**src/rtl/gpcf_pkg.sv**
```systemverilog
`timescale 1ns / 1ps

package gpcf_pkg;

    // Matrix dimensions.
    localparam int MAX_ROWS = 32;
    localparam int MAX_COLS = 64;
    localparam int ROW_W    = $clog2(MAX_ROWS);
    localparam int COL_W    = $clog2(MAX_COLS);
    localparam int NROWS_W  = $clog2(MAX_ROWS + 1);
    localparam int NCOLS_W  = $clog2(MAX_COLS + 1);

    // Field and register widths.
    localparam int KIND_W     = 2;
    localparam int ROWS_CFG_W = 6;
    localparam int COLS_CFG_W = 7;
    localparam int APB_DATA_W = 32;
    localparam int PADDR_W    = 3;

    // Register index, taken from paddr[2].
    localparam logic REG_ROWS_USED = 1'b0;
    localparam logic REG_COLS_USED = 1'b1;

    localparam logic [ROWS_CFG_W-1:0] ROWS_RESET = ROWS_CFG_W'(32);
    localparam logic [COLS_CFG_W-1:0] COLS_RESET = COLS_CFG_W'(64);

    typedef logic [MAX_COLS-1:0] t_row;

    // Item kinds; the fourth code means nothing and is ignored.
    typedef enum logic [KIND_W-1:0] {
        KIND_CLEAR = 2'd0,
        KIND_SET   = 2'd1,
        KIND_ELIM  = 2'd2,
        KIND_NOP   = 2'd3
    } t_kind;

    typedef enum logic [2:0] {
        S_IDLE,
        S_SET_WR,
        S_PIV_CAP,
        S_PIV_ENC,
        S_ELIM,
        S_EMIT
    } t_state;

    // Index of the lowest set bit, zero for an empty row.
    function automatic logic [COL_W-1:0] lowest_set(input t_row v);
        logic [COL_W-1:0] idx;
        idx = '0;
        for (int c = MAX_COLS - 1; c >= 0; c--) begin
            if (v[c]) begin
                idx = COL_W'(c);
            end
        end
        return idx;
    endfunction

    // Ones in the columns below ncols.
    function automatic t_row col_mask(input logic [NCOLS_W-1:0] ncols);
        t_row m;
        for (int c = 0; c < MAX_COLS; c++) begin
            m[c] = (NCOLS_W'(c) < ncols);
        end
        return m;
    endfunction

endpackage

```
**src/rtl/gpcf_if.sv**
```systemverilog
`timescale 1ns / 1ps

// Input item channel.
interface gpcf_in_if import gpcf_pkg::*; ();
    logic              valid;
    logic              ready;
    logic [KIND_W-1:0] kind;
    logic [ROW_W-1:0]  row_index;
    logic [COL_W-1:0]  col_index;

    modport source (output valid, kind, row_index, col_index, input ready);
    modport sink (input valid, kind, row_index, col_index, output ready);
endinterface

// Result channel.
interface gpcf_out_if import gpcf_pkg::*; ();
    logic             valid;
    logic             ready;
    logic [ROW_W-1:0] out_row;
    logic [COL_W-1:0] pivot_col;
    logic             has_pivot;
    logic             last;

    modport source (output valid, out_row, pivot_col, has_pivot, last, input ready);
    modport sink (input valid, out_row, pivot_col, has_pivot, last, output ready);
endinterface

```
**src/rtl/gf2_pivot_column_finder.sv**
```systemverilog
`timescale 1ns / 1ps

// Channel   | Direction | Contents
// ----------+-----------+---------------------------------------------------
// i_item    | in        | kind, row_index, col_index (valid/ready)
// o_res     | out       | out_row, pivot_col, has_pivot, last (valid/ready)
// APB       | in/out    | rows_used at 0x0, cols_used at 0x4
//
// A set reads the row, then writes it back; a clear, a set outside the matrix
// in use and an unused kind complete in the cycle they are taken.
// An elimination, for N rows in use, reads each pivot row and encodes it,
// then all N rows stream through the single read port and single write port
// of the row memory, then its result is issued once the output register is free.
// Reset is synchronous; per-row valid bits make the memory read as all zeros.
// Input is refused while an item is at work; a full output register stalls
// only the issue of the next result.

module gf2_pivot_column_finder import gpcf_pkg::*; (
    input  logic                  i_clk,
    input  logic                  i_rst_n,
    gpcf_in_if.sink               i_item,
    gpcf_out_if.source            o_res,
    input  logic                  psel,
    input  logic                  penable,
    input  logic                  pwrite,
    input  logic [PADDR_W-1:0]    paddr,
    input  logic [APB_DATA_W-1:0] pwdata,
    output logic [APB_DATA_W-1:0] prdata,
    output logic                  pready
);

    // Configuration registers.
    logic [ROWS_CFG_W-1:0] r_rows_used;
    logic [COLS_CFG_W-1:0] r_cols_used;
    logic [NROWS_W-1:0]    nrows;
    logic [NCOLS_W-1:0]    ncols;
    t_row                  mask;

    // Control state.
    t_state           r_state, n_state;
    logic [ROW_W-1:0] r_i, n_i;
    logic [ROW_W-1:0] r_j, n_j;
    t_row             r_cur, n_cur;
    logic [COL_W-1:0] r_pcol, n_pcol;
    logic             r_has, n_has;
    logic [ROW_W-1:0] r_set_row, n_set_row;
    logic [COL_W-1:0] r_set_col, n_set_col;

    // Row memory.
    t_row              r_mem [MAX_ROWS];
    logic [MAX_ROWS-1:0] r_vld;
    t_row              r_rd;
    logic              r_rd_vld;
    t_row              rd_data;
    logic              rd_en;
    logic [ROW_W-1:0]  rd_addr;
    logic              wr_en;
    logic [ROW_W-1:0]  wr_addr;
    t_row              wr_data;
    logic              clr_all;

    // Output register.
    logic             r_o_valid;
    logic [ROW_W-1:0] r_o_row;
    logic [COL_W-1:0] r_o_pcol;
    logic             r_o_has;
    logic             r_o_last;
    logic             out_load;
    logic             i_last, j_last;

    // APB writes; pready is always high.
    assign pready = 1'b1;

    always_ff @(posedge i_clk) begin
        if (!i_rst_n) begin
            r_rows_used <= ROWS_RESET;
            r_cols_used <= COLS_RESET;
        end else if (psel && penable && pwrite) begin
            if (paddr[2] == REG_ROWS_USED) begin
                r_rows_used <= pwdata[ROWS_CFG_W-1:0];
            end else begin
                r_cols_used <= pwdata[COLS_CFG_W-1:0];
            end
        end
    end

    always_comb begin
        if (paddr[2] == REG_COLS_USED) begin
            prdata = APB_DATA_W'(r_cols_used);
        end else begin
            prdata = APB_DATA_W'(r_rows_used);
        end
    end

    // Clamp the register values to between one and the matrix size.
    always_comb begin
        if (r_rows_used == '0) begin
            nrows = NROWS_W'(1);
        end else if (r_rows_used > MAX_ROWS) begin
            nrows = NROWS_W'(MAX_ROWS);
        end else begin
            nrows = NROWS_W'(r_rows_used);
        end
        if (r_cols_used == '0) begin
            ncols = NCOLS_W'(1);
        end else if (r_cols_used > MAX_COLS) begin
            ncols = NCOLS_W'(MAX_COLS);
        end else begin
            ncols = NCOLS_W'(r_cols_used);
        end
    end

    assign mask   = col_mask(ncols);
    assign i_last = (NROWS_W'(r_i) + NROWS_W'(1)) == nrows;
    assign j_last = (NROWS_W'(r_j) + NROWS_W'(1)) == nrows;

    // Memory with one read and one write port. The walk never reads the row
    // that is written in the same cycle, so no forwarding is needed.
    always_ff @(posedge i_clk) begin
        if (wr_en) begin
            r_mem[wr_addr] <= wr_data;
        end
        if (rd_en) begin
            r_rd     <= r_mem[rd_addr];
            r_rd_vld <= r_vld[rd_addr];
        end
    end

    // A row never written since reset or clear reads as zero.
    always_ff @(posedge i_clk) begin
        if (!i_rst_n || clr_all) begin
            r_vld <= '0;
        end else if (wr_en) begin
            r_vld[wr_addr] <= 1'b1;
        end
    end

    assign rd_data = r_rd_vld ? r_rd : '0;

    // State registers.
    always_ff @(posedge i_clk) begin
        if (!i_rst_n) begin
            r_state <= S_IDLE;
        end else begin
            r_state <= n_state;
        end
        r_i       <= n_i;
        r_j       <= n_j;
        r_cur     <= n_cur;
        r_pcol    <= n_pcol;
        r_has     <= n_has;
        r_set_row <= n_set_row;
        r_set_col <= n_set_col;
    end

    // Sequencer: next state, memory accesses and result issue.
    always_comb begin
        n_state   = r_state;
        n_i       = r_i;
        n_j       = r_j;
        n_cur     = r_cur;
        n_pcol    = r_pcol;
        n_has     = r_has;
        n_set_row = r_set_row;
        n_set_col = r_set_col;
        rd_en     = 1'b0;
        rd_addr   = '0;
        wr_en     = 1'b0;
        wr_addr   = '0;
        wr_data   = '0;
        clr_all   = 1'b0;
        out_load  = 1'b0;

        case (r_state)
            S_IDLE: begin
                if (i_item.valid) begin
                    case (i_item.kind)
                        KIND_CLEAR: begin
                            clr_all = 1'b1;
                        end
                        KIND_SET: begin
                            if (NROWS_W'(i_item.row_index) < nrows &&
                                NCOLS_W'(i_item.col_index) < ncols) begin
                                rd_en     = 1'b1;
                                rd_addr   = i_item.row_index;
                                n_set_row = i_item.row_index;
                                n_set_col = i_item.col_index;
                                n_state   = S_SET_WR;
                            end
                        end
                        KIND_ELIM: begin
                            rd_en   = 1'b1;
                            rd_addr = '0;
                            n_i     = '0;
                            n_state = S_PIV_CAP;
                        end
                        default: begin
                        end
                    endcase
                end
            end
            S_SET_WR: begin
                wr_en   = 1'b1;
                wr_addr = r_set_row;
                wr_data = rd_data | (t_row'(1) << r_set_col);
                n_state = S_IDLE;
            end
            S_PIV_CAP: begin
                n_cur   = rd_data & mask;
                n_state = S_PIV_ENC;
            end
            S_PIV_ENC: begin
                n_pcol  = lowest_set(r_cur);
                n_has   = |r_cur;
                rd_en   = 1'b1;
                rd_addr = '0;
                n_j     = '0;
                n_state = S_ELIM;
            end
            S_ELIM: begin
                // Every row in use is masked and written back; the others
                // with the pivot column set also take the pivot row.
                wr_en   = 1'b1;
                wr_addr = r_j;
                if (r_j != r_i && rd_data[r_pcol]) begin
                    wr_data = (rd_data & mask) ^ r_cur;
                end else begin
                    wr_data = rd_data & mask;
                end
                if (j_last) begin
                    n_state = S_EMIT;
                end else begin
                    n_j     = r_j + ROW_W'(1);
                    rd_en   = 1'b1;
                    rd_addr = r_j + ROW_W'(1);
                end
            end
            S_EMIT: begin
                if (!r_o_valid || o_res.ready) begin
                    out_load = 1'b1;
                    if (i_last) begin
                        n_state = S_IDLE;
                    end else begin
                        n_i     = r_i + ROW_W'(1);
                        rd_en   = 1'b1;
                        rd_addr = r_i + ROW_W'(1);
                        n_state = S_PIV_CAP;
                    end
                end
            end
            default: begin
                n_state = S_IDLE;
            end
        endcase
    end

    assign i_item.ready = (r_state == S_IDLE);

    // Output register: holds one result until its transaction completes.
    always_ff @(posedge i_clk) begin
        if (!i_rst_n) begin
            r_o_valid <= 1'b0;
        end else if (out_load) begin
            r_o_valid <= 1'b1;
        end else if (o_res.ready) begin
            r_o_valid <= 1'b0;
        end
        if (out_load) begin
            r_o_row  <= r_i;
            r_o_pcol <= r_has ? r_pcol : '0;
            r_o_has  <= r_has;
            r_o_last <= i_last;
        end
    end

    assign o_res.valid     = r_o_valid;
    assign o_res.out_row   = r_o_row;
    assign o_res.pivot_col = r_o_pcol;
    assign o_res.has_pivot = r_o_has;
    assign o_res.last      = r_o_last;

endmodule

```
**src/flat_wrapper.sv**
```systemverilog
// flat-port wrapper written by rule: the top's interface ports become plain ports
module gf2_pivot_column_finder_flat import gpcf_pkg::*;
  (i_clk, i_rst_n, psel, penable, pwrite, paddr, pwdata, prdata, pready, i_item_valid, i_item_kind, i_item_row_index, i_item_col_index, i_item_ready, o_res_valid, o_res_out_row, o_res_pivot_col, o_res_has_pivot, o_res_last, o_res_ready);
  gpcf_in_if i_item_i ();
  gpcf_out_if o_res_i ();
  input  logic i_clk;
  input  logic i_rst_n;
  input  logic psel;
  input  logic penable;
  input  logic pwrite;
  input  logic [PADDR_W-1:0] paddr;
  input  logic [APB_DATA_W-1:0] pwdata;
  output logic [APB_DATA_W-1:0] prdata;
  output logic pready;
  input wire logic [$bits(i_item_i.valid)-1:0] i_item_valid;
  input wire logic [$bits(i_item_i.kind)-1:0] i_item_kind;
  input wire logic [$bits(i_item_i.row_index)-1:0] i_item_row_index;
  input wire logic [$bits(i_item_i.col_index)-1:0] i_item_col_index;
  output wire logic [$bits(i_item_i.ready)-1:0] i_item_ready;
  output wire logic [$bits(o_res_i.valid)-1:0] o_res_valid;
  output wire logic [$bits(o_res_i.out_row)-1:0] o_res_out_row;
  output wire logic [$bits(o_res_i.pivot_col)-1:0] o_res_pivot_col;
  output wire logic [$bits(o_res_i.has_pivot)-1:0] o_res_has_pivot;
  output wire logic [$bits(o_res_i.last)-1:0] o_res_last;
  input wire logic [$bits(o_res_i.ready)-1:0] o_res_ready;
  assign i_item_i.valid = i_item_valid;
  assign i_item_i.kind = i_item_kind;
  assign i_item_i.row_index = i_item_row_index;
  assign i_item_i.col_index = i_item_col_index;
  assign i_item_ready = i_item_i.ready;
  assign o_res_valid = o_res_i.valid;
  assign o_res_out_row = o_res_i.out_row;
  assign o_res_pivot_col = o_res_i.pivot_col;
  assign o_res_has_pivot = o_res_i.has_pivot;
  assign o_res_last = o_res_i.last;
  assign o_res_i.ready = o_res_ready;
  gf2_pivot_column_finder u_core (.i_clk(i_clk), .i_rst_n(i_rst_n), .i_item(i_item_i), .o_res(o_res_i), .psel(psel), .penable(penable), .pwrite(pwrite), .paddr(paddr), .pwdata(pwdata), .prdata(prdata), .pready(pready));
endmodule
```
**config.mk**
```make
export PLATFORM = sky130hd
export DESIGN_NAME = gf2_pivot_column_finder_flat
export DESIGN_NICKNAME = d
export VERILOG_FILES = /design/src/rtl/gpcf_pkg.sv /design/src/rtl/gpcf_if.sv /design/src/rtl/gf2_pivot_column_finder.sv /design/src/flat_wrapper.sv
export SDC_FILE = /design/constraint.sdc
export NUM_CORES = 2
export LEC_CHECK = 0
export BUFFER_PORTS_ARGS = -buffer_cell sky130_fd_sc_hd__buf_2
export CAP_MARGIN = 20
export CORE_MARGIN = 4
export CORE_UTILIZATION = 40
export CTS_CLUSTER_SIZE = 20
export DETAILED_ROUTE_END_ITERATION = 7
export GPL_TIMING_DRIVEN = 0
export HOLD_SLACK_MARGIN = 0.08
export SLEW_MARGIN = 5
export SYNTH_ARGS = -nofsm -noshare
export SYNTH_HDL_FRONTEND = slang
export SYNTH_SLANG_ARGS = --single-unit
```
**constraint.sdc**
```tcl
create_clock -name i_clk -period 7.1 [get_ports i_clk]
set_clock_uncertainty 0.15 [all_clocks]
set_input_delay 1.065 -clock i_clk [delete_from_list [all_inputs] [get_ports i_clk]]
set_output_delay 1.065 -clock i_clk [all_outputs]
set_load 0.005 [all_outputs]
```
==> results_dict.tcl <==
set metrics [dict create \
    worstHoldPathType "in -> reg" \
    path_cells "clkbuf_1, nor2b_1, inv_1, clkbuf_1, ha_1, o21ai_0, a21oi_1, o41a_1, nor4_4, buf_8, a221o_1, nand3_1, clkbuf_2, clkbuf_1, a21oi_1, nor4_1, a22oi_1" \
    ys_seq_area_share_pct 73.8 \
    syn-cell-area_sq_um 91500 \
    synthDistinctLibCells 71 \
    setup_tns_ns 0 \
    powerDensity_nw_per_um2 259 \
    power_uw 27800 \
    yosys_most_used_dff "edfxtp_1" \
    peakVddDrop_mv 0.233 \
    coreArea_sq_um 227000 \
    cp.arrival_ns 7.33 \
    cp.required_ns 7.44 \
    final_cell_area_sq_um 107000 \
    drive_above_1_share_pct 12.1 \
    cts_resized 0 \
    hold_viol 0 \
    clk_latency_ns 0.87 \
    synth.yosys.warnings 0 \
    grt_pass1_vias 56400 \
    cts.htree.levels 4 \
    synthCells 6615 \
    async_flop_share_pct 0 \
    crit_buf_inv 6 \
    post-route-min-period_ns 7.00 \
    slowest_delay_ns 0.73 \
    nets 7175 \
    vias 60200 \
    synth_top_family_by_area "simple AND/OR/NAND/NOR gates" \
    n_fill_cell 19700 \
    cts_sinks 2267 \
    dp_hpwl_mm 230 \
    placement.io_buffers 49 \
    fmaxAchievable_ghz 0.143 \
    max_cap_violations 0 \
    path_max_fanout 12 \
    dieHeight_um 486 \
    p_leak_uw 0.0372 \
    drt_wl_total_mm 312 \
    grt.total_usage_pct 25.8 \
    post-route-period-util_pct 98.6 \
    ys_ff_latch 2267 \
    crit_path_top_delay_cell "nor4_1" \
    status "completed" \
    ant_nets 0 \
    gp_congestion 1.00 \
    synth_simple_gate_area_share_pct 11.3 \
    postCtsSetupBuffers 0 \
    yosys.area_share.xor_xnor_pct 0.812 \
    post_drt_wl_per_cell_um 30.3 \
    die_w_um 486 \
    critPathLaunchType "flop" \
    worstMarginPinSlew_ns 1.25 \
    clk_pin_slew_ns 0.06 \
    grt_max_degree 33 \
    setup_violations 0 \
    fp-row-count 175 \
    antenna_found_initial 31 \
    syn_to_final_growth_pct 17.1 \
    cp_top_family "buffers and inverters" \
    synthAdderAreaFrac_pct 0.191 \
    drv_slew 0 \
    rsz0062_at_grt "false" \
    pin_count 103 \
    grt_pass1_wl_mm 435 \
    dpl_cell_area_sq_um 100000 \
    grt_overflow 0 \
    start_util_pct 40.2 \
    hold_slack_ns 0.264 \
    cts_made_buffers 224 \
    die-area_sq_um 237000 \
    first_pass_iters 7 \
    synth_compound_area_share_pct 7.89 \
    cpMostUsedCell "clkbuf_1" \
    synth.area.mux_share_pct 3.49 \
    cts_root_buffer "clkbuf_16" \
    synth_edf_count 2218 \
    end_kind "flop" \
    viasPerCell 5.84 \
    max-clock-path-buffers 3 \
    syn_avg_cell_area_sq_um 13.8 \
    drc 0 \
    cts_tree "built" \
    cts_hold_buf 0 \
    critical_path_class "reg -> reg" \
    slew_headroom_pct 16.5 \
    drt_iter0_markers 7780 \
]
worst register-to-register path, delay by kind of cell (launching register included):
kind            cells  cell delay [ns]
simple gates        4             1.65
buf+inv             6             2.44
compound gates      6             1.64
flops               1             0.30
fa+ha+maj           1             0.43
power breakdown:
group / total, uW / switching (uW) / internal (uW)
Clock: 11600 / 5040 / 6510
Sequential: 14800 / 86.4 / 14700
Combinational: 1430 / 1030 / 400
stage by stage:
step,worst slack [ns],std cells,util (%)
after floorplan,1.12,6639,-
after global placement,-2.41,9697,42.0
after detailed placement,0.141,9883,44.0
after CTS,0.111,10300,47.1
after global routing,0.0237,10300,47.1
final,0.102,10300,47.1
logic make-up after synthesis:
group | after synthesis
other | 2
AND/OR/NAND/NOR | 2363
adder cells (fa/ha/maj) | 14
buffers and inverters | 482
AO/OA/AOI/OAI | 1115
flip-flops | 2267
XOR/XNOR | 80
multiplexers | 292
flip-flops by register name, indices dropped and copies added, names as in the netlist, 3 cells and up:
register,cells
u_core.r_vld,32
u_core.r_mem,2048
u_core.o_res.out_row,5
u_core.o_res.pivot_col,6
u_core.r_cols_used,7
u_core.r_rows_used,6
u_core.r_j,5
u_core.r_state,3
u_core.r_set_col,6
u_core.r_rd,64
u_core.r_i,5
u_core.r_set_row,5
u_core.r_pcol,6
u_core.r_cur,64
metal layers:
metal | wire, um | vias to the layer above | GRT usage [%]
met2 | 142000 | 3054 | 40.0
met1 | 128000 | 30600 | 36.1
met4 | 12000 | 12 | 9.34
met5 | 70 | - | 0
li1 | - | 26000 | -
met3 | 29700 | 531 | 5.39
worst paths after layout:
path	slack, ns	from	cells after the start	to
worst min register to register	0.31	u_core.r_i[2]	0	u_core.o_res.out_row[2]
worst max-delay path	0.10	u_core.r_cols_used[5]	17	u_core.r_rd[14]
worst min-delay path	0.26	i_item_col_index[1]	1	u_core.r_set_col[1]
worst max register to register	0.10	u_core.r_cols_used[5]	17	u_core.r_rd[14]
Yosys cell counts, types with 14 or more instances:
library cell,n,share of area [%]
buf_6,27,0.33
nand3_1,276,1.5
o21ai_0,90,0.49
dfxtp_1,49,1.1
nand2b_1,14,0.096
a32oi_1,134,1.3
o22ai_1,130,0.89
edfxtp_1,2218,73
nor2b_1,22,0.15
a31oi_1,74,0.51
o21a_1,38,0.31
and3_1,89,0.61
clkbuf_1,251,1.0
xor2_1,67,0.64
a22oi_1,119,0.98
inv_1,27,0.11
mux2i_1,265,2.9
a21boi_0,18,0.15
a21oi_1,378,2.1
mux4_2,21,0.52
nor3_1,16,0.087
and2_1,23,0.16
nand2_1,1562,6.4
buf_2,136,0.74
ha_1,14,0.19
a211oi_1,72,0.59
nor2_1,111,0.46
nor4_1,143,0.98
nand4_1,66,0.45
buf_4,29,0.24
placed cells by master, fill, tap and decap left out, drive strengths merged, types with 89 or more instances in the layout:
cell type,synthesis,layout
a21oi,378,378
nand2,1562,1562
nor2,111,111
a32oi,134,134
buf,204,439
mux2i,265,265
clkbuf,251,549
a22oi,119,119
o22ai,130,130
nor4,144,144
nand3,276,276
edfxtp,2218,2218
o21ai,90,90
and3,89,89
area by class of cell:
type | count | area (sq um) | share of cell area, %
flip-flops and latches | 2267 | 67600 | 63.0
well taps | 3009 | 3760 | 3.51
repair buffers | 241 | 3830 | 3.57
inverters | 27 | 101 | 0.0945
plain buffers | 455 | 2200 | 2.05
multi-input cells | 3890 | 22700 | 21.2
clock buffers | 295 | 5980 | 5.57
clock inverters | 104 | 1020 | 0.956
diodes | 19 | 47.5 | 0.0443
No activity file was read; power rests on OpenSTA's default activity.
